--- src/sv/ctrs_pkg.sv ---
// ----------------------------------------------------------------------------
// Cubic tempo resampler package
// Shared constants, beat types and sequencer-to-lane control types.
// ----------------------------------------------------------------------------
package ctrs_pkg;

    localparam int DATA_W         = 16;
    localparam int CHANNELS_DEF   = 2;
    localparam int MAX_FRAMES_DEF = 1048576;
    localparam int FRAC_BITS_DEF  = 12;

    localparam int HIST_DEPTH = 8;
    localparam int HIST_AW    = $clog2(HIST_DEPTH);
    localparam int MAX_OUT    = 16;
    localparam int OUT_CNT_W  = $clog2(MAX_OUT + 1);
    localparam int LANE_LAT   = 7;

    localparam int                 TEMPO_W   = 15;
    localparam logic [TEMPO_W-1:0] TEMPO_RST = 15'd4096;

    localparam int APB_AW  = 3;
    localparam int APB_DW  = 32;
    localparam int REG_IDX_W = APB_AW - 2;
    localparam logic [REG_IDX_W-1:0] REG_TEMPO = 1'b0;

    typedef struct packed {
        logic signed [DATA_W-1:0] left_sample;
        logic signed [DATA_W-1:0] right_sample;
        logic                     last_frame;
    } in_beat_t;

    typedef struct packed {
        logic signed [DATA_W-1:0] left_out;
        logic signed [DATA_W-1:0] right_out;
        logic                     end_of_output;
        logic                     status;
    } out_beat_t;

    typedef struct packed {
        logic               en;
        logic [HIST_AW-1:0] addr;
    } wr_req_t;

    typedef struct packed {
        logic [HIST_AW-1:0] addr0;
        logic [HIST_AW-1:0] addr1;
    } rd_req_t;

    typedef struct packed {
        logic valid;
        logic status;
        logic last;
    } tok_t;

endpackage

--- src/sv/ctrs_lane.sv ---
// ----------------------------------------------------------------------------
// Cubic tempo resampler lane
// One channel: eight-frame history memory and the pipelined cubic evaluator.
// ----------------------------------------------------------------------------
module ctrs_lane
    import ctrs_pkg::*;
#(
    parameter int FRAC_BITS = FRAC_BITS_DEF
) (
    input  logic                     aclk,
    input  logic                     adv,
    input  wr_req_t                  wr,
    input  logic signed [DATA_W-1:0] wdata,
    input  rd_req_t                  rd,
    input  logic [FRAC_BITS-1:0]     t_in,
    output logic signed [DATA_W-1:0] res
);

    localparam int A0_W = DATA_W + 2;
    localparam int A1_W = DATA_W + 3;
    localparam int A2_W = DATA_W + 1;
    localparam int M1_W = A0_W + FRAC_BITS + 1;
    localparam int S1_W = A1_W + FRAC_BITS + 1;
    localparam int M2_W = S1_W + FRAC_BITS + 1;
    localparam int S2_W = M2_W + 2;
    localparam int R_W  = FRAC_BITS + DATA_W + 4;
    localparam int M3_W = R_W + FRAC_BITS + 1;
    localparam int S3_W = M3_W + 1;
    localparam int V_W  = S3_W - 2 * FRAC_BITS;

    localparam logic signed [S2_W-1:0] RND1   = S2_W'(1) << (FRAC_BITS - 1);
    localparam logic signed [S3_W-1:0] RND2   = S3_W'(1) << (2 * FRAC_BITS - 1);
    localparam logic signed [V_W-1:0]  SAT_HI = V_W'(32767);
    localparam logic signed [V_W-1:0]  SAT_LO = -V_W'(32768);

    logic signed [DATA_W-1:0] hist_mem [HIST_DEPTH];

    logic signed [DATA_W-1:0] rd0_reg, rd1_reg, ya0_reg, ya1_reg;
    logic [FRAC_BITS-1:0]     t0_reg, t1_reg, t2_reg, t3_reg, t4_reg, t5_reg;
    logic signed [A0_W-1:0]   a0_reg, a0_next;
    logic signed [A1_W-1:0]   a1_reg, a1_next, a1_d2_reg;
    logic signed [A2_W-1:0]   a2_reg, a2_next, a2_d2_reg, a2_d3_reg, a2_d4_reg;
    logic signed [DATA_W-1:0] y1_reg, y1_d2_reg, y1_d3_reg, y1_d4_reg, y1_d5_reg, y1_d6_reg;
    logic signed [M1_W-1:0]   m1_reg, m1_next;
    logic signed [S1_W-1:0]   s1_reg, s1_next;
    logic signed [M2_W-1:0]   m2_reg, m2_next;
    logic signed [S2_W-1:0]   s2_sum;
    logic signed [R_W-1:0]    r_reg, r_next;
    logic signed [M3_W-1:0]   m3_reg, m3_next;
    logic signed [S3_W-1:0]   s3_sum;
    logic signed [V_W-1:0]    v_sum;
    logic signed [DATA_W-1:0] res_reg, res_next;

    always_comb begin
        a0_next = A0_W'(rd1_reg) - A0_W'(rd0_reg) - A0_W'(ya0_reg) + A0_W'(ya1_reg);
        a1_next = A1_W'(ya0_reg) - A1_W'(ya1_reg) - A1_W'(a0_next);
        a2_next = A2_W'(rd0_reg) - A2_W'(ya0_reg);
        m1_next = M1_W'(a0_reg * $signed({1'b0, t1_reg}));
        s1_next = S1_W'(m1_reg) + S1_W'($signed({a1_d2_reg, {FRAC_BITS{1'b0}}}));
        m2_next = M2_W'(s1_reg * $signed({1'b0, t3_reg}));
        s2_sum  = S2_W'(m2_reg) + S2_W'($signed({a2_d4_reg, {(2 * FRAC_BITS){1'b0}}}))
                  + RND1;
        r_next  = $signed(s2_sum[FRAC_BITS+R_W-1:FRAC_BITS]);
        m3_next = M3_W'(r_reg * $signed({1'b0, t5_reg}));
        s3_sum  = S3_W'(m3_reg) + S3_W'($signed({y1_d6_reg, {(2 * FRAC_BITS){1'b0}}}))
                  + RND2;
        v_sum   = $signed(s3_sum[S3_W-1:2*FRAC_BITS]);
        if (v_sum > SAT_HI) begin
            res_next = 16'sh7FFF;
        end else if (v_sum < SAT_LO) begin
            res_next = -16'sh8000;
        end else begin
            res_next = v_sum[DATA_W-1:0];
        end
    end

    always_ff @(posedge aclk) begin
        if (wr.en) begin
            hist_mem[wr.addr] <= wdata;
        end
        if (adv) begin
            rd0_reg   <= hist_mem[rd.addr0];
            rd1_reg   <= hist_mem[rd.addr1];
            ya0_reg   <= rd0_reg;
            ya1_reg   <= rd1_reg;
            t0_reg    <= t_in;
            a0_reg    <= a0_next;
            a1_reg    <= a1_next;
            a2_reg    <= a2_next;
            y1_reg    <= ya1_reg;
            t1_reg    <= t0_reg;
            m1_reg    <= m1_next;
            a1_d2_reg <= a1_reg;
            a2_d2_reg <= a2_reg;
            y1_d2_reg <= y1_reg;
            t2_reg    <= t1_reg;
            s1_reg    <= s1_next;
            a2_d3_reg <= a2_d2_reg;
            y1_d3_reg <= y1_d2_reg;
            t3_reg    <= t2_reg;
            m2_reg    <= m2_next;
            a2_d4_reg <= a2_d3_reg;
            y1_d4_reg <= y1_d3_reg;
            t4_reg    <= t3_reg;
            r_reg     <= r_next;
            y1_d5_reg <= y1_d4_reg;
            t5_reg    <= t4_reg;
            m3_reg    <= m3_next;
            y1_d6_reg <= y1_d5_reg;
            res_reg   <= res_next;
        end
    end

    assign res = res_reg;

endmodule

--- config.mk ---
export PLATFORM = sky130hd
export DESIGN_NAME = ctrs_lane
export DESIGN_NICKNAME = d
export VERILOG_FILES = /design/src/sv/ctrs_pkg.sv /design/src/sv/ctrs_lane.sv
export SDC_FILE = /design/constraint.sdc
export NUM_CORES = 2
export LEC_CHECK = 0
export ABC_CLOCK_PERIOD_IN_PS = 7500
export BUFFER_PORTS_ARGS = -buffer_cell sky130_fd_sc_hd__buf_4
export CORE_ASPECT_RATIO = 1.1
export CORE_UTILIZATION = 60
export CTS_BUF_LIST = sky130_fd_sc_hd__clkbuf_8 sky130_fd_sc_hd__clkbuf_16
export CTS_CLUSTER_SIZE = 30
export DETAILED_ROUTE_END_ITERATION = 7
export MAX_ROUTING_LAYER = met4
export PLACE_DENSITY = 0.76
export REMOVE_ABC_BUFFERS = 1
export SKIP_LAST_GASP = 1
export SLEW_MARGIN = 20
export SYNTH_ARGS = -nofsm -noshare
export SYNTH_HDL_FRONTEND = slang
export SYNTH_SLANG_ARGS = --single-unit
--- constraint.sdc ---
create_clock -name aclk -period 7.5 [get_ports aclk]
set_input_delay 1.875 -clock aclk [delete_from_list [all_inputs] [get_ports aclk]]
set_output_delay 1.875 -clock aclk [all_outputs]
set_load 0.1 [all_outputs]
* After elaboration in Yosys (flattened, before gate mapping)
Memory sizes are Yosys's and may differ from the RTL's. A register that Yosys moved wholly into a read port is not among the register bits.
Index checks and enable logic that the tools add are counted.
** Storage, ports and cells
- RAM bits :: 128
- Bits in latches :: 0
- Memories kept :: 1
- Input bits :: 40
- Bits in read-only memories :: 0
- Register bits :: 524
** Cells by class
- Shift-type cells :: 0
- Multiplexer cells :: 3
- Equal/unequal tests :: 0
- Reduce and logical (&&, ||, !) cells :: 0
- $mul :: 3
- $lt $le $gt $ge :: 2
- Divide/modulo/power cells :: 0
- Bitwise gates (word level) :: 0
- Add/subtract/negate cells :: 11
** Memories
- hist_mem :: depth 8, width 16, read ports 2, clocked after Yosys merged registers in 2, write ports 1, RTL line ctrs_lane.sv:36 : logic signed [DATA_W-1:0] hist_mem [HIST_DEPTH];
** Operator list (count)
- $sub A16 B16 Y17 :: 3
- $add A45 B40 Y46 :: 1
- $add A46 B25 Y46 const B :: 1
- $mul A32 B13 Y45 :: 1
- $add A44 B13 Y44 const B :: 1
- $add A44 B41 Y44 :: 1
- $mul A32 B13 Y44 :: 1
- $add A31 B31 Y32 :: 1
- $mul A18 B13 Y31 :: 1
- $gt A22 B16 Y1 const B :: 1
- $lt A22 B16 Y1 const B :: 1
- $sub A17 B18 Y19 :: 1
- $add A18 B16 Y18 :: 1
- $sub A17 B16 Y18 :: 1
- $mux W16 :: 1
- $mux W1 :: 2

* Depth between registers and ports, before layout
- Depth in word-level cells :: 4
- Gate-level depth with buffers :: 25
- Depth with buffers taken out :: 25

* Least setup slack after synthesis
OpenSTA, ideal clock, no wires.
- Path kind :: flip-flop to flip-flop
- From :: register t5_reg[9]
- To :: register m3_reg[44] (data pin)
- Buffers on the path :: 1
- Slack :: 1.629 ns
- Data required time :: 7.234 ns
- Period minus slack after synthesis :: 5.871 ns
- Cell stages (with the launch flop) :: 22
- Arrival time :: 5.606 ns
- Library setup time :: 0.266 ns
- Cell sequence :: edfxtp_1 -> clkbuf_1 -> nand2_1 -> fa_1 -> inv_1 -> fa_1 -> fa_1 -> fa_1 -> inv_1 -> fa_1 -> inv_1 -> ha_1 -> a2111oi_0 -> o21ai_0 -> o21a_1 -> a41o_1 -> o21ai_1 -> a21oi_1 -> a41oi_2 -> o31ai_1 -> o41ai_1 -> xnor2_1
** On the way
- Longest elaborated chain between the ends :: 1
** RTL lines
- from (decl) :: RTL line ctrs_lane.sv:39 : logic [FRAC_BITS-1:0] t0_reg, t1_reg, t2_reg, t3_reg, t4_reg, t5_reg;
- from (signal assigned) :: RTL line ctrs_lane.sv:107 : t5_reg <= t4_reg;
- $mul A32 B13 Y45 :: RTL line ctrs_lane.sv:64 : m3_next = M3_W'(r_reg * $signed({1'b0, t5_reg}));
- named net m3_next[44] :: RTL line ctrs_lane.sv:49 : logic signed [M3_W-1:0] m3_reg, m3_next;
- to (signal assigned) :: RTL line ctrs_lane.sv:108 : m3_reg <= m3_next;
- to (decl) :: RTL line ctrs_lane.sv:49
The timed path passes the listed nets, and every way through them passes these cells.
A chain may end at the register's enable or synchronous reset.

* Worst setup path in the final report
- From :: register t5_reg[3]
- To :: register m3_reg[44] (data pin)
Same word-level chain as after synthesis.

==> out/qor.yml <==
status:
  status: "finished, final reports clean"
yosys:
  synth_edf_count: 650
  synth_compound_area_frac: 0.04403
  synth_cells: 5484
  synth.area.mux_share: 0.03011
  synth_xor_area_frac: 0.02862
  yosys_warnings: 0
  ys_top_cells_by_count: "inv_1, fa_1, edfxtp_1, nand2_1, and2_1"
  synthAdderAreaFrac: 0.3810
  synth_top_family_by_area: "adder cells"
  seq_area_frac_synth: 0.3189
  syn_avg_cell_area_um2: 11.16
  synth.top_cell.area_share: 0.3189
  yosys.area.top_type: "edfxtp_1"
  synth-main-ff-cell: "edfxtp_1"
  synthSimpleGateAreaFrac: 0.1091
  synth.most_common_cell: "inv_1"
  yosys.cell_types.count: 79
  async_flop_share: 0
  ys_top_cells_by_area: "edfxtp_1, fa_1, ha_1"
  synth_area_um2: 61210
  synth_seq_cells: 650
clocking:
  cts_hold_buf: 0
  root_buffer: "clkbuf_16"
  tritoncts: "built"
  numCtsBuffers: 70
  ctsResizeCount: 0
  insertion_delay_ps: 660
  cts_htree_levels: 3
  clk_pin_slew_ps: 60
  numClockSinks: 650
  clock_path_buffers: 3
  cts_setup_buffers: 0
die:
  dieArea_um2: 103300
  die_h_um: 337.0
  coreArea_um2: 100900
  die_width_um: 306.5
  pin_count: 56
  row_count: 122
  initial_core_util: 0.6067
worst_setup_path:
  cp-start-kind: "register"
  worstPathRequired_ps: 7890
  critPathKind: "register to register"
  arrival_ps: 7390
  cp_max_fo: 32
  cp-end-kind: "register"
  r2r_cells: 21
timing:
  fmax_ghz: 0.1429
  finalCriticalPeriod_ps: 6999
  fin_setup_tns_ps: 0
  setup_viol: 0
  fin_worst_skew_ps: 45.63
  rsz0062_at_grt: "no"
  hold_viol_final: 0
  fin_hold_ws_ps: 409.6
  worst_pin_slew_ps: 1117
  max_slew_margin: 0.2545
  finalCritPeriodShare: 0.9332
  slew_violations: 0
global_routing:
  antenna_found_initial: 0
  grt.total_usage: 0.2544
  grt_pass1_wl_um: 201900
  grt_overflow: 0
  grt_max_degree: 185
  grt_pass1_vias: 40140
placement:
  routabilityCongestion: 0.8910
  port_buffers: 55
  dpl_cell_area_um2: 62960
  place_hpwl_um: 93940
routing:
  first_pass_iters: 8
  wl_per_cell_um: 17.78
  ant_nets: 0
  drt_iter0_drc: 2353
  routed_via_density: 5.481
  route.detailed.drc: 0
  drt_wl_total_um: 122300
  vias: 37700
cells_and_area:
  largest_reg_flops: 128
  filler_cell_count: 7561
  nets: 6808
  final_layout_size_suffix_gt1_frac: 0.05985
  fin_area_um2: 65240
  synthToLayoutAreaGrowth_pct: 6.572
  diodes: 0
run:
  maxCapViolations: 0
hold_path:
  min_path_cells: 0
  holdCritPathClass: "register to register"
## cell families after synthesis
logic type                 count (synthesis)
AOI/OAI and AO/OA                        414
xor gates and xnor gates                 200
adders and majority gates               1310
buffers and inverters                   1434
DFF                                      650
muxes                                    100
and+or+nand+nor                         1376
## area by class of cell
cell class,count,area (um^2),share of cell area
Clock buffer,70,1752,0.02685
Clock inverter,58,494.2,0.007576
Inverter,1236,4639,0.07112
Multi-Input combinational cell,3400,36330,0.5570
Sequential cell,650,19520,0.2992
Tap cell,1364,1707,0.02616
Timing Repair Buffer,100,790.8,0.01212
## placed cells by master, fill, tap and decap left out, drive strengths merged, types with 89 or more instances in the layout
cell	synthesis	layout
buf	14	100
inv	1236	1255
o21ai	89	89
nand2	634	634
nor2	126	126
a21oi	133	133
fa	923	923
edfxtp	650	650
xnor2	146	146
and2	424	424
ha	387	387
## per-stage QoR
stage | cells | setup slack [ps] | utilization
after floorplan | 5286 | 1446 | -
after global placement | 6749 | 626.9 | 0.6240
after detailed placement | 6749 | 556.6 | 0.6240
after CTS | 6877 | 544.1 | 0.6463
after global routing | 6878 | 137.1 | 0.6465
final | 6878 | 500.9 | 0.6465
## critical path, cell delays in order, from the launching register on
cell and delay, ps:
edfxtp_1 820, and2_1 350, fa_1 530, inv_1 50, fa_1 520, inv_1 50, fa_1 470, fa_1 500
inv_1 60, fa_1 530, inv_1 40, ha_1 320, a2111oi_0 430, o21ai_0 180, o21a_1 140, a41o_1 280
o21ai_1 190, a21oi_1 170, a41oi_2 420, o31ai_1 180, o41ai_1 370, xnor2_1 120
## path summary, 6_finish.rpt
path / startpoint / to / slack, ps
worst min-delay path: a1_reg[2] / a1_d2_reg[2] / 410
worst max-delay path: t5_reg[3] / m3_reg[44] / 500
worst min register to register: a1_reg[2] / a1_d2_reg[2] / 410
worst max register to register: t5_reg[3] / m3_reg[44] / 500
## routing by layer
layer,track usage,part of all wire,up-vias
li1,-,-,17060
met1,0.3138,0.40,19240
met2,0.4331,0.52,1153
met3,0.03533,0.058,243
met4,0.08596,0.031,0
met5,-,0,-
Power is left out: the tool's default activity adds up to more than one toggle a clock period on the data nets, which glitch-free logic cannot reach.
