$ cat config.mk
export PLATFORM = sky130hd
export DESIGN_NAME = ctrs_merge
export DESIGN_NICKNAME = d
export VERILOG_FILES = /design/src/sv/ctrs_pkg.sv /design/src/sv/ctrs_merge.sv
export SDC_FILE = /design/constraint.sdc
export NUM_CORES = 1
export LEC_CHECK = 0
export ABC_AREA = 1
export BUFFER_PORTS_ARGS = -buffer_cell sky130_fd_sc_hd__buf_4
export CORE_MARGIN = 2
export CORE_UTILIZATION = 43
export DETAILED_ROUTE_END_ITERATION = 6
export HOLD_SLACK_MARGIN = 0.12
export PLACE_DENSITY = 0.81
export SYNTH_ARGS = -nofsm -noshare
export SYNTH_HDL_FRONTEND = slang
export SYNTH_SLANG_ARGS = --single-unit
$ cat constraint.sdc
create_clock -name aclk -period 1.65 [get_ports aclk]
set_input_delay 0.33 -clock aclk [delete_from_list [all_inputs] [get_ports aclk]]
set_output_delay 0.33 -clock aclk [all_outputs]
set_load 0.05 [all_outputs]
$ cat src/sv/ctrs_pkg.sv
// ----------------------------------------------------------------------------
// Cubic tempo resampler package
// Shared constants, beat types and sequencer-to-lane control types.
// ----------------------------------------------------------------------------
package ctrs_pkg;

    localparam int DATA_W         = 16;
    localparam int CHANNELS_DEF   = 2;
    localparam int MAX_FRAMES_DEF = 1048576;
    localparam int FRAC_BITS_DEF  = 12;

    localparam int HIST_DEPTH = 8;
    localparam int HIST_AW    = $clog2(HIST_DEPTH);
    localparam int MAX_OUT    = 16;
    localparam int OUT_CNT_W  = $clog2(MAX_OUT + 1);
    localparam int LANE_LAT   = 7;

    localparam int                 TEMPO_W   = 15;
    localparam logic [TEMPO_W-1:0] TEMPO_RST = 15'd4096;

    localparam int APB_AW  = 3;
    localparam int APB_DW  = 32;
    localparam int REG_IDX_W = APB_AW - 2;
    localparam logic [REG_IDX_W-1:0] REG_TEMPO = 1'b0;

    typedef struct packed {
        logic signed [DATA_W-1:0] left_sample;
        logic signed [DATA_W-1:0] right_sample;
        logic                     last_frame;
    } in_beat_t;

    typedef struct packed {
        logic signed [DATA_W-1:0] left_out;
        logic signed [DATA_W-1:0] right_out;
        logic                     end_of_output;
        logic                     status;
    } out_beat_t;

    typedef struct packed {
        logic               en;
        logic [HIST_AW-1:0] addr;
    } wr_req_t;

    typedef struct packed {
        logic [HIST_AW-1:0] addr0;
        logic [HIST_AW-1:0] addr1;
    } rd_req_t;

    typedef struct packed {
        logic valid;
        logic status;
        logic last;
    } tok_t;

endpackage

$ cat src/sv/ctrs_merge.sv
// ----------------------------------------------------------------------------
// Cubic tempo resampler merge stage
// Joins the lane results with the beat tag into the output register.
// ----------------------------------------------------------------------------
module ctrs_merge
    import ctrs_pkg::*;
(
    input  logic                     aclk,
    input  logic                     aresetn,
    input  tok_t                     tok,
    input  logic signed [DATA_W-1:0] left_res,
    input  logic signed [DATA_W-1:0] right_res,
    output logic                     m_valid,
    input  logic                     m_ready,
    output out_beat_t                m_data,
    output logic                     adv
);

    logic      m_valid_reg;
    out_beat_t m_data_reg, m_data_next;

    always_comb begin
        adv = !m_valid_reg || m_ready;
        if (tok.status) begin
            m_data_next.left_out  = '0;
            m_data_next.right_out = '0;
        end else begin
            m_data_next.left_out  = left_res;
            m_data_next.right_out = right_res;
        end
        m_data_next.end_of_output = tok.last;
        m_data_next.status        = tok.status;
    end

    always_ff @(posedge aclk) begin
        if (!aresetn) begin
            m_valid_reg <= 1'b0;
        end else if (adv) begin
            m_valid_reg <= tok.valid;
        end
    end

    always_ff @(posedge aclk) begin
        if (adv) begin
            m_data_reg <= m_data_next;
        end
    end

    assign m_valid = m_valid_reg;
    assign m_data  = m_data_reg;

endmodule

### Word level (Yosys, flattened, before mapping)

Cells that the tools add are included.

| cells by class | value |
|---|---|
| reductions and logical operators | 2 |

Operators with widths:

| kind | count |
|---|---|
| 1-bit zero test | 1 |
| 1-bit logical OR | 1 |

| word-level totals | value |
|---|---|
| word-level logic and storage cells | 7 |
| output and inout port bits | 36 |
| register bits | 35 |

### Logic depth before layout (Yosys ltp)

Gate-level depths: netlist of the first run.

| depth | value |
|---|---|
| depth after elaboration | 2 |
| gate-level depth with buffers | 3 |
| depth with buffers taken out | 3 |

### Worst setup path after synthesis of the first run

No wires, ideal clock.

| timing | value |
|---|---|
| path type | register -> register |
| start | reg m_valid_reg (netlist: m_valid) |
| end | reg m_data_reg (netlist bit m_data[0]), enable pin |
| data arrival time | 1.591 ns |
| buffers on the path | 0 |
| stages on the path, launching flop included | 2 |
| library setup time | 0.601 ns |
| data required time | 1.049 ns |
| setup slack | -0.542 ns |
| period minus slack after synthesis | 2.192 ns |
| cell sequence | dfxtp_1 nand2_1 |

| on the way | value |
|---|---|
| longest elaborated chain between the ends | 2 |

RTL lines:

| item | line | text |
|---|---|---|
| from (decl) | ctrs_merge.sv:19 | `logic m_valid_reg;` |
| from (signal assigned) | ctrs_merge.sv:39 | `m_valid_reg <= tok.valid;` |
| 1-bit zero test | ctrs_merge.sv:23 | `adv = !m_valid_reg \|\| m_ready;` |
| 1-bit logical OR | ctrs_merge.sv:23 |  |
| via adv | ctrs_merge.sv:16 | `output logic adv` |
| to (signal assigned) | ctrs_merge.sv:45 | `m_data_reg <= m_data_next;` |
| to (decl) | ctrs_merge.sv:20 | `out_beat_t m_data_reg, m_data_next;` |

The timed path passes the listed nets, and every way through them passes these cells.
A chain may end at the register's enable or synchronous reset.

### Final worst setup path of the first run

| timing | value |
|---|---|
| start | reg m_valid_reg (netlist: m_valid) |
| end | out adv |

| on the way | value |
|---|---|
| longest elaborated chain between the ends | 2 |

RTL lines:

| item | line |
|---|---|
| 1-bit zero test | ctrs_merge.sv:23 |
| 1-bit logical OR | ctrs_merge.sv:23 |
| to (decl) | ctrs_merge.sv:16 |

No other way between the ends.

==> metrics.cfg, run 1 <==
[sta]
slew_headroom = 0.787
final_hold_viol_count = 0
fin_ws_ns = 0.250
timing.final.crit_share = 0.849
worstMarginPinSlew_ns = 0.319
rsz0062_at_grt = false
maxSlewViolCount = 0
clock.fmax_mhz = 714
period_minus_slack_ns = 1.40
whs_ns = 0.184
setup_viol_count_final = 0
clock_skew_ns = 0.00748
fin_setup_tns_ns = 0

[clock_network]
cts_buffers = 5
post_cts_resized = 0
cts.clk_slew.worst_paths_ns = 0.09
cts_tree = done
root_buffer = clkbuf_4
clkSinkCount = 35
clk_latency_ns = 0.33
hold_buffers = 0
post_cts_buffers = 0
clk_path_buf_depth = 2
h-tree-depth = 2

[pwr]
power.density_nw_per_um2 = 998
p_leak_uw = 0.00104
p_sw_uw = 600
totalPowerFinal_uw = 1960
switching_share = 0.307
internal-power_uw = 1360
pwr-share-clk = 0.209
power.share.combinational = 0.244
seqPwrFrac = 0.546
vdd_drop_max_v = 0.000418

[flow_run]
maxCapViolCount = 0

[die]
io_pins = 74
die_area_sq_um = 3570
start_util = 0.445
die_x_um = 59.7
num_rows = 20
core_area_sq_um = 3000
die_y_um = 59.7

[global_routing]
grt_pass1_wl_um = 3800
antenna_found_initial = 0
grt.overflow.total = 0
grt_pass1_vias = 913
grt_usage = 0.154
grt_max_degree = 34

[setup_path]
rrSetupSlack_ns = 0.61
critPathCaptureType = primary output
startpoint_type = flop
worstRegToRegCells = 2
cp.required_ns = 1.32
cp.arrival_ns = 1.07
r2r-end = m_data[30]
worstReg2RegStart = m_valid
cp_max_fo = 12
worstSetupPathType = reg -> out

[route]
drc_errors = 0
antenna_left = 0
viasPerCell = 4.30
drt_first_iter_violations = 50
num_vias = 942
post_drt_wl_per_cell_um = 11.7
first_pass_iters = 4
wl_um = 2560

[placed_design]
place_congestion = 0.727
hpwlAfterDp_um = 1930
place_ws_ns = 0.454
dpl.cell_count = 212
io_buffers = 73

[logic_synthesis]
yosysSeqAreaShare = 0.780
avgSynthCellArea_sq_um = 12.5
yosysUniqueCellTypes = 7
syn-num-nets = 145
synth_seq_cells = 35
yosysWarnings = 0
syn_area_sq_um = 1340
synth_cells = 107

[final_layout]
drive_above_1_share = 0.441
finalNetCount = 224
regArea_sq_um = 1040
largest_reg_flops = 34
instances_no_fill = 219
synthToLayoutAreaGrowth_pct = 46.8
diodes = 0
multiInputGateArea_sq_um = 136
fill_cells = 234

[hold_path]
hp-class = in -> reg
min_from = tok[0]
holdPathEnd = m_data[1]
hold_depth = 1

[status]
status = finished, final reports clean

==> worst max-delay path: stages, from the launching register on <==
cell	delay, ns
dfxtp_1	0.34
nand2_4	0.17
buf_4	0.23
==> power by group through the flow <==
stage	sequential, uW	clock, uW	combinational, uW
4_1_cts	1070	422	482
3_5_place_dp	1090	0	481
6_report	1070	409	478
5_1_grt	1080	460	503
3_3_place_gp	1090	0	475
2_1_floorplan	1330	0	62.0
==> Yosys cell counts <==
| cell | count | area, sq um |
|---|---|---|
| nor2_1 | 32 | 120 |
| nand2_1 | 1 | 3.75 |
| edfxtp_1 | 34 | 1020 |
| inv_1 | 35 | 131 |
| dfxtp_1 | 1 | 20.0 |
| buf_6 | 3 | 33.8 |
| a21oi_1 | 1 | 5.00 |
==> layout by cell type (no fill, tap or decap) <==
| cell | netlist | routed |
|---|---|---|
| a21oi_1 | 1 | 1 |
| buf_4 | 0 | 75 |
| clkbuf_4 | 0 | 5 |
| clkinv_1 | 0 | 1 |
| clkinv_2 | 0 | 1 |
| dfxtp_1 | 1 | 1 |
| edfxtp_1 | 34 | 34 |
| inv_1 | 35 | 35 |
| nand2_4 | 0 | 1 |
| nor2_1 | 32 | 32 |
==> kinds of logic (layout without fill, tap and decap cells) <==
logic type	after synthesis	count (layout)	synth area share
buf+inv	38	117	0.124
flops	35	35	0.780
simple gates	33	33	0.0928
compound gates	1	1	0.00375
==> stage by stage <==
stage          instance area [sq um]  utilization
2_1_floorplan                   1340            -
3_3_place_gp                    1910        0.637
3_5_place_dp                    1910        0.637
4_1_cts                         1960        0.653
5_1_grt                         1960        0.653
6_report                        1960        0.653
==> how the worst max path moves through the flow <==
stage                  from        end  slack, ns  cells past startpoint
finish              m_valid        adv       0.25                      2
global route        m_valid        adv       0.19                      2
CTS                 m_valid        adv       0.23                      2
detailed placement  m_ready        adv       0.45                      4
global placement    m_ready        adv       0.46                      4
floorplan           m_valid  m_data[0]       0.23                      1
==> per-layer routing <==
metal	GRT usage	part of all wire	up-vias	wire length, um
met3	0.0476	0.11	7	270
met4	0.121	0.025	0	65
met1	0.161	0.38	405	977
met5	0	0	-	0
li1	-	-	476	-
met2	0.255	0.49	54	1250
==> final cells by class <==
cell class | count | area share
Sequential cell | 35 | 0.531
Timing Repair Buffer | 75 | 0.287
Multi-Input combinational cell | 34 | 0.0696
Inverter | 35 | 0.0670
Tap cell | 33 | 0.0211
Clock buffer | 5 | 0.0192
Clock inverter | 2 | 0.00447
Note: power is estimated with default switching activity, not from simulation.
==> inputs of run 2 (changes only) <==
--- a/config.mk
+++ b/config.mk
@@ -8,10 +8,10 @@
 export ABC_AREA = 1
 export BUFFER_PORTS_ARGS = -buffer_cell sky130_fd_sc_hd__buf_4
 export CORE_MARGIN = 2
-export CORE_UTILIZATION = 43
+export CORE_UTILIZATION = 39
 export DETAILED_ROUTE_END_ITERATION = 6
 export HOLD_SLACK_MARGIN = 0.12
-export PLACE_DENSITY = 0.81
+export PLACE_DENSITY = 0.78
 export SYNTH_ARGS = -nofsm -noshare
 export SYNTH_HDL_FRONTEND = slang
 export SYNTH_SLANG_ARGS = --single-unit
==> constraint.sdc (replaced) <==
create_clock -name aclk -period 1.23 [get_ports aclk]
set_input_delay 0.246 -clock aclk [delete_from_list [all_inputs] [get_ports aclk]]
set_output_delay 0.246 -clock aclk [all_outputs]
set_load 0.05 [all_outputs]
==> run 2 against run 1 <==
Net effect: flip-flop and latch count stayed put; cell area up 5.4%; register-to-register slack lost 0.39 ns; sequential share of layout area decreased by 2.6 points; critical path depth is 1 lower; core utilization shrank 2.9 points; largest power group unchanged.
==> metrics.cfg, run 2 (synthesized netlist as in run 1, its figures left out) <==
[final_layout]
layout_commonest_cell = buf_4  ; unchanged
diodes = 0  ; unchanged
fill_cells = 294  ; was 234
final_cell_mix = buf_4 (74), inv_1 (35), edfxtp_1 (34), nor2_1 (32), clkbuf_4 (5)  ; was buf_4 (75), inv_1 (35), edfxtp_1 (34), nor2_1 (32), clkbuf_4 (5)
synthToLayoutAreaGrowth_pct = 54.7  ; was 46.8%
final_util = 0.624  ; was 0.653
drive_above_1_share = 0.447  ; was 0.441
finalNetCount = 227  ; was 224
largest_reg_flops = 34  ; unchanged

[global_routing]
antenna_found_initial = 0  ; unchanged
grt.overflow.total = 0  ; unchanged
grt_usage = 0.152  ; was 0.154
grt_pass1_wl_um = 4370  ; was 3800 um
grt_pass1_vias = 993  ; was 913
grt_max_degree = 34  ; unchanged

[route]
drc_errors = 0  ; unchanged
viasPerCell = 4.08  ; was 4.30
drt_first_iter_violations = 31  ; was 50
post_drt_wl_per_cell_um = 11.3  ; was 11.7 um
wl_um = 2680  ; was 2560 um
antenna_left = 0  ; unchanged
num_vias = 964  ; was 942
routed-wl-met2_um = 1330  ; was 1250 um
highest_layer = met4  ; unchanged
drt-met1-wl_um = 948  ; was 977 um
wl_met3_um = 280  ; was 270 um
first_pass_iters = 3  ; was 4

[clock_network]
cts.clk_slew.worst_paths_ns = 0.09  ; about the same
clkSinkCount = 35  ; unchanged
cts_buffers = 5  ; unchanged
cts_tree = done  ; unchanged
root_buffer = clkbuf_4  ; unchanged
clk_path_buf_depth = 2  ; unchanged
clk_latency_ns = 0.33  ; about the same
h-tree-depth = 2  ; unchanged

[placed_design]
hpwlAfterDp_um = 1990  ; was 1930 um
place_ws_ns = 0.164  ; was 0.454 ns
io_buffers = 73  ; unchanged
place_congestion = 0.632  ; was 0.727

[hold_path]
holdPathEnd = m_valid  ; was m_data[1]
hp-class = in -> reg  ; unchanged
hold_depth = 3  ; was 1
min_from = tok[2]  ; was tok[0]

[status]
status = finished, final reports clean  ; unchanged

[pwr]
power.share.combinational = 0.230  ; was 0.244
power.density_nw_per_um2 = 1390  ; was 998 nW/um^2
totalPowerFinal_uw = 2860  ; was 1960 uW
p_leak_uw = 0.00107  ; was 0.00104 uW
switching_share = 0.285  ; was 0.307
pwr-share-clk = 0.269  ; was 0.209
internal-power_uw = 2050  ; was 1360 uW
p_sw_uw = 815  ; was 600 uW
vdd_drop_max_v = 0.000662  ; was 0.000418 V
seqPwrFrac = 0.501  ; was 0.546

[setup_path]
cp.arrival_ns = 0.92  ; was 1.07 ns
worstReg2RegStart = m_valid  ; unchanged
cp.required_ns = 0.98  ; was 1.32 ns
worstRegToRegCells = 3  ; was 2
crit_family = flip-flops  ; unchanged
r2r-end = m_data[8]  ; was m_data[30]
crit_slowest_cell = edfxtp_1  ; was dfxtp_1
crit_chain = buf_4  ; was nand2_4 -> buf_4
cp.buffers_inverters = 1  ; unchanged
startpoint_type = flop  ; unchanged
slowest_delay_ns = 0.40  ; was 0.34 ns
critPathCaptureType = primary output  ; unchanged
rrSetupSlack_ns = 0.22  ; was 0.61 ns
cp_max_fo = 1  ; was 12
worstSetupPathType = reg -> out  ; unchanged

[sta]
fin_setup_tns_ns = 0  ; unchanged
setup_viol_count_final = 0  ; unchanged
maxSlewViolCount = 0  ; unchanged
period_minus_slack_ns = 1.17
slew_headroom = 0.798  ; was 0.787
rsz0062_at_grt = false  ; unchanged
clock_skew_ns = 0.0122  ; was 0.00748 ns
clock.fmax_mhz = 854
timing.final.crit_share = 0.952
final_hold_viol_count = 0  ; unchanged
fin_ws_ns = 0.0594  ; was 0.250 ns
worstMarginPinSlew_ns = 0.303  ; was 0.319 ns

[die]
die_x_um = 62.5  ; was 59.7 um
io_pins = 74  ; unchanged
die_y_um = 62.5  ; was 59.7 um
core_area_sq_um = 3310  ; was 3000 sq um
start_util = 0.403  ; was 0.445
num_rows = 21  ; was 20
die_area_sq_um = 3910  ; was 3570 sq um

[flow_run]
maxCapViolCount = 0  ; unchanged

-- run 2: power by group through the flow --
stage / registers (uW) / logic (uW) / clock network (uW)
after floorplan: 1780 / 85.6 / 0
after global placement: 1460 / 642 / 0
after detailed placement: 1460 / 651 / 0
after CTS: 1430 / 665 / 802
after global routing: 1440 / 690 / 847
final: 1430 / 659 / 769
-- run 2: per-stage QoR --
step / cell area, sq um / std cells / hold slack [ns]
final: 2070 / 236 / 0.153
after global routing: 2070 / 236 / 0.135
after CTS: 2070 / 236 / 0.130
after detailed placement: 1940 / 224 / 0.426
after global placement: 1940 / 224 / 0.427
after floorplan: 1350 / 107 / 0.345
-- run 2: final cells by class --
cell class                 instances  area, sq um  area share
sequential                        35         1040       0.506
timing repair buffer              78          611       0.296
multi-input combinational         34          145      0.0703
inverter                          35          131      0.0636
tap                               46         57.6      0.0279
clock inverter                     3         38.8      0.0188
clock buffer                       5         37.5      0.0182
-- run 2: layer usage --
layer / vias to the layer above / GRT usage
li1: 484 / -
met1: 415 / 0.131
met2: 55 / 0.258
met3: 10 / 0.0667
met4: 0 / 0.139
met5: - / 0
-- run 2: worst max path at each step --
stage | startpoint | to | slack [ns] | depth (start not counted)
floorplan | m_valid | m_data[0] | 0.15 | 1
global placement | m_ready | adv | 0.17 | 4
detailed placement | m_ready | adv | 0.16 | 4
CTS | m_data[6] | m_data[6] | 0.03 | 1
global route | m_data[6] | m_data[6] | 0.004 | 1
finish | m_data[6] | m_data[6] | 0.06 | 1
-- run 2: tightest hold or removal path: cells and delay by family --
family | cells | cell delay, ns
compound gates | 1 | 0.05
buf+inv | 2 | 0.15
-- run 2: repair_timing --
item | 4_1_cts | 5_1_grt
endpoints found under the hold margin | 2 | 0
endpoints found under the setup margin | 1 | 0
gates resized for setup | 3 | 0
hold buffers | 2 | 0
setup buffers | 2 | 0
