<file path="config.mk">
export PLATFORM = sky130hd
export DESIGN_NAME = ctrs_seq
export DESIGN_NICKNAME = d
export VERILOG_FILES = /design/src/sv/ctrs_pkg.sv /design/src/sv/ctrs_seq.sv
export SDC_FILE = /design/constraint.sdc
export NUM_CORES = 1
export LEC_CHECK = 0
export BUFFER_PORTS_ARGS = -buffer_cell sky130_fd_sc_hd__buf_2
export CAP_MARGIN = 10
export CORE_MARGIN = 2
export CORE_UTILIZATION = 59
export DETAILED_ROUTE_END_ITERATION = 10
export PLACE_DENSITY = 0.76
export SYNTH_ARGS = -nofsm -noshare
export SYNTH_HDL_FRONTEND = slang
export SYNTH_SLANG_ARGS = --single-unit
</file>
<file path="constraint.sdc">
create_clock -name aclk -period 5.5 [get_ports aclk]
set_input_delay 0.825 -clock aclk [delete_from_list [all_inputs] [get_ports aclk]]
set_output_delay 0.825 -clock aclk [all_outputs]
set_load 0.03 [all_outputs]
</file>
<file path="src/sv/ctrs_pkg.sv">
// ----------------------------------------------------------------------------
// Cubic tempo resampler package
// Shared constants, beat types and sequencer-to-lane control types.
// ----------------------------------------------------------------------------
package ctrs_pkg;

    localparam int DATA_W         = 16;
    localparam int CHANNELS_DEF   = 2;
    localparam int MAX_FRAMES_DEF = 1048576;
    localparam int FRAC_BITS_DEF  = 12;

    localparam int HIST_DEPTH = 8;
    localparam int HIST_AW    = $clog2(HIST_DEPTH);
    localparam int MAX_OUT    = 16;
    localparam int OUT_CNT_W  = $clog2(MAX_OUT + 1);
    localparam int LANE_LAT   = 7;

    localparam int                 TEMPO_W   = 15;
    localparam logic [TEMPO_W-1:0] TEMPO_RST = 15'd4096;

    localparam int APB_AW  = 3;
    localparam int APB_DW  = 32;
    localparam int REG_IDX_W = APB_AW - 2;
    localparam logic [REG_IDX_W-1:0] REG_TEMPO = 1'b0;

    typedef struct packed {
        logic signed [DATA_W-1:0] left_sample;
        logic signed [DATA_W-1:0] right_sample;
        logic                     last_frame;
    } in_beat_t;

    typedef struct packed {
        logic signed [DATA_W-1:0] left_out;
        logic signed [DATA_W-1:0] right_out;
        logic                     end_of_output;
        logic                     status;
    } out_beat_t;

    typedef struct packed {
        logic               en;
        logic [HIST_AW-1:0] addr;
    } wr_req_t;

    typedef struct packed {
        logic [HIST_AW-1:0] addr0;
        logic [HIST_AW-1:0] addr1;
    } rd_req_t;

    typedef struct packed {
        logic valid;
        logic status;
        logic last;
    } tok_t;

endpackage

</file>
<file path="src/sv/ctrs_seq.sv">
// ----------------------------------------------------------------------------
// Cubic tempo resampler sequencer
// Frame count, output position and tempo; issues history reads and beat tags.
// ----------------------------------------------------------------------------
module ctrs_seq
    import ctrs_pkg::*;
#(
    parameter int FRAC_BITS  = FRAC_BITS_DEF,
    parameter int MAX_FRAMES = MAX_FRAMES_DEF
) (
    input  logic                 aclk,
    input  logic                 aresetn,
    input  logic                 s_valid,
    input  logic                 s_last,
    output logic                 s_ready,
    input  logic [TEMPO_W-1:0]   tempo_cfg,
    input  logic                 adv,
    output wr_req_t              wr,
    output rd_req_t              rd,
    output logic [FRAC_BITS-1:0] t_out,
    output tok_t                 tok
);

    localparam int CNT_W  = $clog2(MAX_FRAMES + 1);
    localparam int POS_W  = CNT_W + FRAC_BITS + 2;
    localparam int TMP_W  = FRAC_BITS + 3;
    localparam int CMP_W  = POS_W + 3;
    localparam int IDX_W  = POS_W - FRAC_BITS + 2;
    localparam int CLMP_W = TEMPO_W + FRAC_BITS + 3;

    localparam logic [CLMP_W-1:0] TEMPO_LO   = CLMP_W'(1) << (FRAC_BITS - 2);
    localparam logic [CLMP_W-1:0] TEMPO_HI   = CLMP_W'(4) << FRAC_BITS;
    localparam logic [TMP_W-1:0]  TEMPO_ONE  = TMP_W'(1) << FRAC_BITS;
    localparam logic [CMP_W-1:0]  TWO_ONE    = CMP_W'(2) << FRAC_BITS;
    localparam logic [CNT_W-1:0]  FRAMES_CAP = CNT_W'(MAX_FRAMES);

    typedef enum logic [3:0] {
        ST_IDLE = 4'b0001,
        ST_EVAL = 4'b0010,
        ST_RD0  = 4'b0100,
        ST_RD1  = 4'b1000
    } seq_state_t;

    seq_state_t             state_reg, state_next;
    logic [CNT_W-1:0]       frames_reg, frames_next;
    logic [POS_W-1:0]       pos_reg, pos_next;
    logic [TMP_W-1:0]       tempo_reg, tempo_next;
    logic                   started_reg, started_next;
    logic                   last_reg, last_next;
    logic [OUT_CNT_W-1:0]   cnt_reg, cnt_next;
    tok_t                   tok_reg [LANE_LAT+1];
    tok_t                   tok_in;

    logic                   accept;
    logic [CLMP_W-1:0]      tempo_wide, tempo_clamp;
    logic [CMP_W-1:0]       pos_ext, t_ext, n_one, nxt_ext;
    logic                   cond_mid, cond_end, cond_next, zero_cond, more;
    logic signed [IDX_W-1:0] base_s, top_idx;

    function automatic logic [HIST_AW-1:0] clamp_idx(
        input logic signed [IDX_W-1:0] idx,
        input logic signed [IDX_W-1:0] top
    );
        logic signed [IDX_W-1:0] sel;
        if (idx > top) begin
            sel = top;
        end else if (idx < $signed(IDX_W'(0))) begin
            sel = '0;
        end else begin
            sel = idx;
        end
        return sel[HIST_AW-1:0];
    endfunction

    always_comb begin
        accept     = s_valid && s_ready;
        tempo_wide = CLMP_W'(tempo_cfg);
        if (tempo_wide < TEMPO_LO) begin
            tempo_clamp = TEMPO_LO;
        end else if (tempo_wide > TEMPO_HI) begin
            tempo_clamp = TEMPO_HI;
        end else begin
            tempo_clamp = tempo_wide;
        end
        pos_ext   = CMP_W'(pos_reg);
        t_ext     = CMP_W'(tempo_reg);
        n_one     = CMP_W'({frames_reg, {FRAC_BITS{1'b0}}});
        nxt_ext   = pos_ext + t_ext;
        cond_mid  = (nxt_ext + TWO_ONE) <= n_one;
        cond_end  = ((pos_ext << 1) + t_ext) <= (n_one << 1);
        cond_next = ((nxt_ext << 1) + t_ext) <= (n_one << 1);
        zero_cond = (pos_reg == '0) && (t_ext > (n_one << 1));
        more      = (last_reg ? cond_end : cond_mid) && (cnt_reg < OUT_CNT_W'(MAX_OUT));
        base_s    = $signed(IDX_W'(pos_reg[POS_W-1:FRAC_BITS]));
        top_idx   = $signed(IDX_W'(frames_reg)) - $signed(IDX_W'(1));
    end

    always_comb begin
        if (state_reg == ST_RD0) begin
            rd.addr0 = clamp_idx(base_s - $signed(IDX_W'(1)), top_idx);
            rd.addr1 = clamp_idx(base_s, top_idx);
        end else begin
            rd.addr0 = clamp_idx(base_s + $signed(IDX_W'(1)), top_idx);
            rd.addr1 = clamp_idx(base_s + $signed(IDX_W'(2)), top_idx);
        end
        t_out = pos_reg[FRAC_BITS-1:0];
    end

    always_comb begin
        state_next   = state_reg;
        frames_next  = frames_reg;
        pos_next     = pos_reg;
        tempo_next   = tempo_reg;
        started_next = started_reg;
        last_next    = last_reg;
        cnt_next     = cnt_reg;
        tok_in       = '0;
        wr           = '0;
        case (state_reg)
            ST_IDLE: begin
                if (accept) begin
                    if (!started_reg) begin
                        tempo_next   = TMP_W'(tempo_clamp);
                        started_next = 1'b1;
                    end
                    if (frames_reg < FRAMES_CAP) begin
                        wr.en       = 1'b1;
                        wr.addr     = frames_reg[HIST_AW-1:0];
                        frames_next = frames_reg + CNT_W'(1);
                    end
                    last_next  = s_last;
                    cnt_next   = '0;
                    state_next = ST_EVAL;
                end
            end
            ST_EVAL: begin
                if (adv) begin
                    if (last_reg && zero_cond) begin
                        tok_in       = '{valid: 1'b1, status: 1'b1, last: 1'b1};
                        frames_next  = '0;
                        pos_next     = '0;
                        started_next = 1'b0;
                        state_next   = ST_IDLE;
                    end else if (more) begin
                        state_next = ST_RD0;
                    end else begin
                        if (last_reg) begin
                            frames_next  = '0;
                            pos_next     = '0;
                            started_next = 1'b0;
                        end
                        state_next = ST_IDLE;
                    end
                end
            end
            ST_RD0: begin
                if (adv) begin
                    state_next = ST_RD1;
                end
            end
            ST_RD1: begin
                if (adv) begin
                    tok_in.valid  = 1'b1;
                    tok_in.status = 1'b0;
                    tok_in.last   = last_reg &&
                        ((cnt_reg == OUT_CNT_W'(MAX_OUT - 1)) || !cond_next);
                    pos_next      = POS_W'(nxt_ext);
                    cnt_next      = cnt_reg + OUT_CNT_W'(1);
                    state_next    = ST_EVAL;
                end
            end
            default: begin
                state_next = ST_IDLE;
            end
        endcase
    end

    always_ff @(posedge aclk) begin
        if (!aresetn) begin
            state_reg   <= ST_IDLE;
            frames_reg  <= '0;
            pos_reg     <= '0;
            tempo_reg   <= TEMPO_ONE;
            started_reg <= 1'b0;
            last_reg    <= 1'b0;
            cnt_reg     <= '0;
        end else begin
            state_reg   <= state_next;
            frames_reg  <= frames_next;
            pos_reg     <= pos_next;
            tempo_reg   <= tempo_next;
            started_reg <= started_next;
            last_reg    <= last_next;
            cnt_reg     <= cnt_next;
        end
    end

    always_ff @(posedge aclk) begin
        if (!aresetn) begin
            for (int k = 0; k <= LANE_LAT; k++) begin
                tok_reg[k] <= '0;
            end
        end else if (adv) begin
            tok_reg[0] <= tok_in;
            for (int k = 1; k <= LANE_LAT; k++) begin
                tok_reg[k] <= tok_reg[k-1];
            end
        end
    end

    assign s_ready = (state_reg == ST_IDLE);
    assign tok     = tok_reg[LANE_LAT];

endmodule

</file>
# After elaboration in Yosys (flattened, before gate mapping)
# Memories as Yosys holds them, arrays and structs flattened.
# Cells that the tools add are included.
# totals
n_memories	1
register_bits	82
out_inout_bits	26
input_bits	20
ramBits	24
# op_classes
bitwise_logic	9
muxes	60
addsub	10
eq_ne	12
magnitude_cmp	16
reduce_logical	18
# mem_list
memory	words	width	rd	rd_ports_with_merged_regs	wr	line	text
tok_reg	8	3	8	0	8	ctrs_seq.sv:51	tok_t tok_reg [LANE_LAT+1];
# op_table
op	n
$mux W35	5
$mux W21	6
$lt A24 B1 Y1 const B	3
$pmux W35 S2	1
$mux W3	21
$gt A25 B22 Y1	2
$gt A24 B22 Y1	2
$pmux W21 S2	1
$add A37 B15 Y38	1
$le A38 B34 Y1	1
$add A36 B14 Y37 const B	1
$add A36 B15 Y37	1
$le A37 B33 Y1	1
$le A37 B34 Y1	1
$add A35 B15 Y36	1
$logic_not A35 Y1	1
$gt A15 B34 Y1	1
$mux W15	2
$mux W4	7
$add A23 B1 Y24 const B	1
$add A23 B2 Y24 const B	1
$sub A23 B1 Y24 const B	1
$lt A23 B1 Y1 const B	1
$sub A21 B1 Y22 const B	1
other kinds (32)	61

# Longest topological paths before layout
# Gate-level depths: netlist of the first run.
# depth
ltp_word	9
ltp_mapped	31
ltp_nobuf	31

# Least setup slack after synthesis of the first run
# No wires, ideal clock.
# synth_timing
path_kind	reg-to-output
start	register pos_reg[12]
end	output rd[5] in the netlist's numbering
slack_ps	-404
required_time_ps	4675
stages_incl_launch_ff	20
n_path_buf	2
arrival_time_ps	5079
cell_sequence	dfxtp_1 clkbuf_1 inv_1 ha_1 or4b_4 or4_4 or3_1 buf_2 nor4_1 xor2_1 ha_1 a21o_1 a21o_1 a21o_1 a21o_1 a21o_1 a2111oi_0 and3_1 o31ai_1 a311oi_1
# synth_lines
element	line	text
start, declared	ctrs_seq.sv:46	logic [POS_W-1:0] pos_reg, pos_next;
start signal, assigned	ctrs_seq.sv:190	pos_reg <= pos_next;
end, declared	ctrs_seq.sv:19	output rd_req_t rd,

==> results of run 1 <==
layout make-up:
cell class                      count  area (um^2)  area share [%]
Multi-Input combinational cell   1475        11250           64.03
Sequential cell                   106         2384           13.57
Tap cell                          285        356.6           2.030
Timing Repair Buffer              388         2922           16.63
Clock inverter                      7        91.34          0.5200
Clock buffer                        9        225.2           1.282
Inverter                           90        340.3           1.937
cells by family after synthesis:
| family | Yosys count | synth area share [%] |
|---|---|---|
| AOI/OAI and AO/OA | 421 | 19.75 |
| xor gates and xnor gates | 182 | 11.82 |
| adders and majority gates | 218 | 20.39 |
| buffers and inverters | 162 | 5.110 |
| DFF | 106 | 17.51 |
| muxes | 12 | 0.8997 |
| and+or+nand+nor | 641 | 24.53 |
critical path, delay by kind of cell (launching register included):
| family | cells | cell delay [ns] |
|---|---|---|
| AND/OR/NAND/NOR | 8 | 1.51 |
| AO/OA/AOI/OAI | 12 | 1.90 |
| buffers and inverters | 5 | 0.67 |
| flip-flops | 1 | 0.37 |
| adder cells (fa/ha/maj) | 3 | 0.90 |
| XOR/XNOR | 2 | 0.37 |
per-stage QoR:
step | utilization, % | instances | power, W
after global placement | 71.04 | 2300 | 0.001701
after global routing | 77.82 | 2360 | 0.002625
final | 77.82 | 2360 | 0.002531
after floorplan | - | 1742 | 0.001399
after detailed placement | 71.04 | 2300 | 0.001720
after CTS | 75.28 | 2340 | 0.002448
final timing paths:
| path | end | depth (start not counted) | from | slack [ns] |
|---|---|---|---|---|
| setup / recovery | tok_reg[0][0] | 30 | tempo_reg[1] | -0.47 |
| hold / removal | started_reg | 2 | started_reg | 0.47 |
| setup reg to reg | tok_reg[0][0] | 30 | tempo_reg[1] | -0.47 |
| hold reg to reg | started_reg | 2 | started_reg | 0.47 |
power by group through the flow:
stage,sequential [W],clock (W),combinational (W)
after floorplan,0.000848,0,0.000552
after global placement,0.000853,0,0.000849
after detailed placement,0.000854,0,0.000866
after CTS,0.000835,0.000699,0.000914
after global routing,0.000838,0.000726,0.00106
final,0.000836,0.000705,0.000989
synth_stat cells (16+ instances only):
cell type  instances  area [um^2]
nor4_1            37        231.5
a21oi_1          113        565.5
a21o_1            53        397.9
xnor2_1          127         1112
a31oi_1           36        225.2
or3_1             17        106.4
nor3_1            57        285.3
nor2_1           133        499.2
ha_1             215         2690
edfxtp_1          24        720.7
nand4_1           59        369.1
nor2b_1           40        250.2
and2_1            16        100.1
o21ai_1           20        100.1
nand2_1          143        536.8
dfxtp_1           82         1642
clkbuf_1          39        146.4
o21ai_0           72        360.4
nand3_1           45        225.2
and3_1            26        162.7
buf_4             17        127.6
xor2_1            55        481.7
o21a_1            20        150.1
nand2b_1          21        131.4
inv_1             88        330.3
metal layers:
metal,track usage [%],routed length (um)
met3,10.36,5554
met1,52.79,20520
met2,69.50,23610
met5,0,0
met4,28.70,4517
timing repair:
| action | in CTS | in global routing |
|---|---|---|
| buffers inserted | 22 | 19 |
| cloned | 2 | 1 |
| gates resized for setup | 107 | 87 |
| pin swaps | 59 | 54 |
| endpoints found under the setup margin | 66 | 66 |
==> impl_metrics.py, run 1 <==
metrics = {
    "sta": {
        "worst_slew_pin_slew_ns": 1.267,
        "tns_ns": -11.37,
        "min_period_ns": 5.968,
        "finalCritPeriodShare_pct": 108.5,
        "hold_ws_ns": 0.4707,
        "fin_ws_ns": -0.4678,
        "slew_violations": 0,
        "setup_viol": 65,
        "maxSlewHeadroom_pct": 15.39,
        "max_freq_ghz": 0.1676,
        "rsz0062_at_grt": "yes",
        "finClkSkew_ns": 0.01118,
        "report.final.hold_viol_count": 0,
    },
    "floorplan": {
        "io-pin-count": 46,
        "start_util_pct": 59.77,
        "die_area_mm2": 0.02409,
        "rows": 55,
        "core_area_mm2": 0.02257,
        "die_height_um": 155.2,
        "die_w_um": 155.2,
    },
    "worst_hold_path": {
        "min_path_type": "reg2reg",
    },
    "route": {
        "drt_pass1_iterations": 5,
        "wl_per_cell_um": 22.97,
        "drc": 0,
        "drtIter0Drc": 1451,
        "vias_per_cell": 6.515,
        "antenna_left": 0,
        "finalWirelength_mm": 54.20,
        "num_vias": 15380,
    },
    "layout": {
        "fin_nets": 2308,
        "synthToLayoutAreaGrowth_pct": 30.21,
        "diodes": 0,
        "final_layout_size_suffix_gt1_share_pct": 26.75,
        "design_area_mm2": 0.01757,
        "fillCellCount": 1676,
        "mostFrequentLayoutCell": "buf_4",
        "layout_common_cells": "337 x buf_4, 209 x ha_1, 137 x nand2_1",
        "largest_reg_flops": 35,
    },
    "place": {
        "portBuffers": 45,
        "dp_hpwl_mm": 41.73,
        "placed_area_mm2": 0.01603,
        "pre_cts_slack_ns": -0.6254,
        "gp_congestion": 1.048,
    },
    "power": {
        "seq_power_share_pct": 33.1,
        "p_sw_share_pct": 38.55,
        "ir_drop_uv": 143.0,
        "p_leak_nw": 8.206,
        "p_comb_share_pct": 39.1,
        "power_per_cell_area_mw_per_mm2": 144.1,
        "power_switching_w": 0.0009756,
        "power.share.clock_pct": 27.9,
        "p_int_w": 0.001555,
    },
    "logic_synthesis": {
        "synthCells": 1742,
        "syn_area_mm2": 0.01349,
        "synthDistinctLibCells": 83,
        "syn_avg_cell_area_um2": 7.744,
        "ys_async_sr_fraction_pct": 0,
        "synth_fp_nets": 1980,
        "yosys_warnings": 0,
        "synth-edff-count": 24,
        "ys_ff_latch": 106,
        "seq_area_frac_synth_pct": 17.51,
        "synthFlopType": "dfxtp_1",
    },
    "global_route": {
        "grt_first_pass_wirelength_mm": 81.26,
        "grt_max_degree": 39,
        "track_usage_pct": 43.66,
        "first_global_vias": 14830,
        "grt_overflow_total": 0,
        "antenna_found_initial": 0,
    },
    "clock_network": {
        "cts_max_level": 3,
        "tritoncts": "yes",
        "clock_latency_ns": 0.37,
        "clk_pin_slew_ns": 0.09,
        "numCtsBuffers": 9,
        "cts_sinks": 106,
        "clockBufferDepth": 2,
        "cts_hold_buf": 0,
        "root_buffer": "clkbuf_16",
    },
    "critical_path": {
        "critical_path_required_ns": 5.62,
        "crit_type": "reg2reg",
        "cp_common_cell": "buf_4",
        "start_kind": "register",
        "cp.arrival_ns": 6.09,
        "end_kind": "register",
        "worst_path_max_delay_cell": "dfxtp_4",
        "max_stage_delay_ns": 0.37,
        "crit_fanout": 5,
    },
    "job": {
        "drv_cap": 0,
    },
    "status": {
        "violations": "negative setup slack",
        "outcome": "finished with violations",
    },
}
(Power assumes the default switching activity.)
==> run 2, diff against run 1 <==
--- a/config.mk
+++ b/config.mk
@@ -5,9 +5,9 @@
 export SDC_FILE = /design/constraint.sdc
 export NUM_CORES = 1
 export LEC_CHECK = 0
+export ABC_AREA = 1
 export BUFFER_PORTS_ARGS = -buffer_cell sky130_fd_sc_hd__buf_2
 export CAP_MARGIN = 10
-export CORE_MARGIN = 2
 export CORE_UTILIZATION = 59
 export DETAILED_ROUTE_END_ITERATION = 10
 export PLACE_DENSITY = 0.76
==> run 2 against run 1 <==
  * The flow now finishes without violations
  * Combinational power rose to 3.7 times the previous value
  * Design area shrank 0.61%
  * Critical endpoint is now rd[5]
  * Fmax grew 9.0%
  * First-iteration DRC count is 50% higher
  * Worst setup slack better by 0.49 ns
==> impl_metrics.py, run 2 <==
metrics = {
    "status": {
        "outcome": "complete, no violations",
    },
    "global_route": {
        "grt_first_pass_wirelength_mm": 89.37,
        "grt_overflow_total": 0,
        "first_global_vias": 15810,
        "grt_max_degree": 40,
        "track_usage_pct": 44.26,
        "antenna_found_initial": 0,
    },
    "logic_synthesis": {
        "synth-edff-count": 24,
        "yosysTopAreaCellShare_pct": 17.32,
        "synthFlopType": "dfxtp_1",
        "synth_fp_nets": 2679,
        "yosys.cell_count.top_type": "nand2_1",
        "seq_area_frac_synth_pct": 15.21,
        "synthDistinctLibCells": 60,
        "ys_ff_latch": 106,
        "ys_async_sr_fraction_pct": 0,
        "syn_avg_cell_area_um2": 6.363,
        "ys_top_cells_by_count": "553 x nand2_1, 298 x inv_1, 270 x nor2_1, 215 x ha_1, 200 x a21oi_1",
        "synth_top_cell_by_area": "ha_1",
        "yosys_warnings": 0,
        "synth_area_leaders": "ha_1 17%, nand2_1 13%, dfxtp_1 11%",
        "synthCells": 2441,
        "syn_area_mm2": 0.01553,
    },
    "clock_network": {
        "clock_latency_ns": 0.38,
        "cts_hold_buf": 0,
        "cts_max_level": 3,
        "clockBufferDepth": 2,
        "cts_sinks": 106,
        "root_buffer": "clkbuf_16",
        "clk_pin_slew_ns": 0.08,
        "numCtsBuffers": 9,
        "tritoncts": "yes",
    },
    "sta": {
        "max_freq_ghz": 0.1826,
        "slew_violations": 0,
        "rsz0062_at_grt": "yes",
        "tns_ns": 0,
        "hold_ws_ns": 0.4986,
        "maxSlewHeadroom_pct": 23.64,
        "report.final.hold_viol_count": 0,
        "finalCritPeriodShare_pct": 99.58,
        "min_period_ns": 5.477,
        "setup_viol": 0,
        "finClkSkew_ns": 0.01995,
        "fin_ws_ns": 0.02336,
        "worst_slew_pin_slew_ns": 1.145,
    },
    "layout": {
        "mostFrequentLayoutCell": "nand2_1",
        "fillCellCount": 2386,
        "layout_common_cells": "546 x nand2_1, 295 x inv_1, 258 x nor2_1",
        "diodes": 0,
        "largest_reg_flops": 35,
        "final_layout_size_suffix_gt1_share_pct": 14.32,
        "fin_nets": 2781,
        "design_area_mm2": 0.01746,
        "synthToLayoutAreaGrowth_pct": 12.41,
        "fin_util_pct": 67.38,
    },
    "floorplan": {
        "die_height_um": 164.2,
        "core_area_mm2": 0.02591,
        "start_util_pct": 59.94,
        "die_w_um": 164.2,
        "die_area_mm2": 0.02698,
        "io-pin-count": 46,
        "rows": 59,
    },
    "place": {
        "pre_cts_slack_ns": 0.03474,
        "gp_congestion": 1.028,
        "portBuffers": 45,
        "dp_hpwl_mm": 48.78,
        "placed_area_mm2": 0.01654,
    },
    "critical_path": {
        "reg2reg_from": "tempo_reg[10]",
        "reg2reg_depth": 30,
        "cp.arrival_ns": 4.65,
        "crit_fanout": 6,
        "timing.rr.end": "tok_reg[0][0]",
        "critical_path_required_ns": 4.68,
        "start_kind": "register",
        "crit_type": "reg2out",
        "r2r_setup_slack_ns": 0.23,
        "end_kind": "output port",
    },
    "route": {
        "drc": 0,
        "drt_pass1_iterations": 8,
        "finalWirelength_mm": 60.46,
        "wl_per_cell_um": 20.97,
        "num_vias": 17520,
        "antenna_left": 0,
        "drtIter0Drc": 2176,
        "vias_per_cell": 6.077,
    },
    "worst_hold_path": {
        "hold_end": "started_reg",
        "hold_start": "started_reg",
        "min_path_type": "reg2reg",
        "min_path_cells": 2,
    },
    "job": {
        "drv_cap": 0,
    },
    "power": {
        "ir_drop_uv": 435.0,
        "power_per_cell_area_mw_per_mm2": 306.2,
        "p_leak_nw": 8.724,
    },
}
[run 2: changes by cell type after synthesis, sizes merged, moves of 34 or more]
cell   delta
a21o     -50
inv     +220
xor2     +88
nor2    +161
nand3   +158
a21oi    +89
xnor2   -111
a31oi    -34
nand2   +436
nor2b    -40
[run 2: worst max path at each step]
stage	start	to	slack, ns	cells past startpoint
after floorplan	pos_reg[13]	rd[5]	0.65	23
after global placement	frames_reg[7]	rd[3]	0.06	20
after detailed placement	pos_reg[0]	tok_reg[0][0]	0.03	31
after CTS	frames_reg[7]	rd[3]	0.005	20
after global routing	pos_reg[14]	rd[5]	-0.12	24
final	pos_reg[14]	rd[5]	0.02	24
[run 2: repair_timing]
item / in CTS / in global routing
setup buffers: 0 / 22
setup endpoints to repair: 6 / 64
pin swaps: 0 / 26
resized for setup: 4 / 108
[run 2: per-layer routing]
metal | global-route usage (%) | wire length [um] | vias up
li1 | - | - | 8250
met1 | 56.29 | 23980 | 7999
met2 | 68.39 | 25780 | 1043
met3 | 8.258 | 6439 | 228
met4 | 28.24 | 4264 | 0
met5 | 0 | 0 | -
[run 2: logic make-up after synthesis]
kind of cell | Yosys count | synth area share [%]
flip-flops | 106 | 15.21
AND/OR/NAND/NOR | 1234 | 35.74
AO/OA/AOI/OAI | 328 | 11.62
XOR/XNOR | 159 | 9.015
buffers and inverters | 396 | 10.71
adder cells (fa/ha/maj) | 218 | 17.71
[run 2: stage by stage]
step,power (W),instances
2_1_floorplan,0.003213,2441
5_1_grt,0.005704,2883
3_3_place_gp,0.004280,2845
6_report,0.005345,2883
3_5_place_dp,0.004371,2845
4_1_cts,0.005059,2861
[run 2: worst max-delay path, stage by stage, from the launching register on]
cell	delay, ns
dfxtp_1	0.33
inv_1	0.09
ha_1	0.21
a21oi_2	0.21
nand2_2	0.12
nor2_4	0.11
nand3_2	0.16
nor4_4	0.30
nand4_1	0.19
nor2_2	0.20
nand3_2	0.12
nor2_1	0.10
nand2_1	0.09
nor3_1	0.16
ha_1	0.32
a21oi_1	0.21
o21ai_0	0.14
a21oi_1	0.20
nand3_2	0.12
xnor2_2	0.22
nand2_4	0.13
o21ai_2	0.20
a31oi_4	0.05
nor2_1	0.11
buf_4	0.17
[run 2: area by class of cell]
class | instances | area, um^2 | area share, %
tap | 335 | 419.2 | 2.401
inverter | 313 | 1185 | 6.787
sequential | 106 | 2385 | 13.66
multi-input combinational | 1939 | 11930 | 68.35
clock inverter | 7 | 70.07 | 0.4013
clock buffer | 9 | 225.2 | 1.290
timing repair buffer | 174 | 1242 | 7.116
[run 2: report_power, final]
part,internal (W),switching (W)
Clock,0.000323,0.000363
Sequential,0.000891,0.000137
Combinational,0.00122,0.00241
Total,0.00243,0.00291
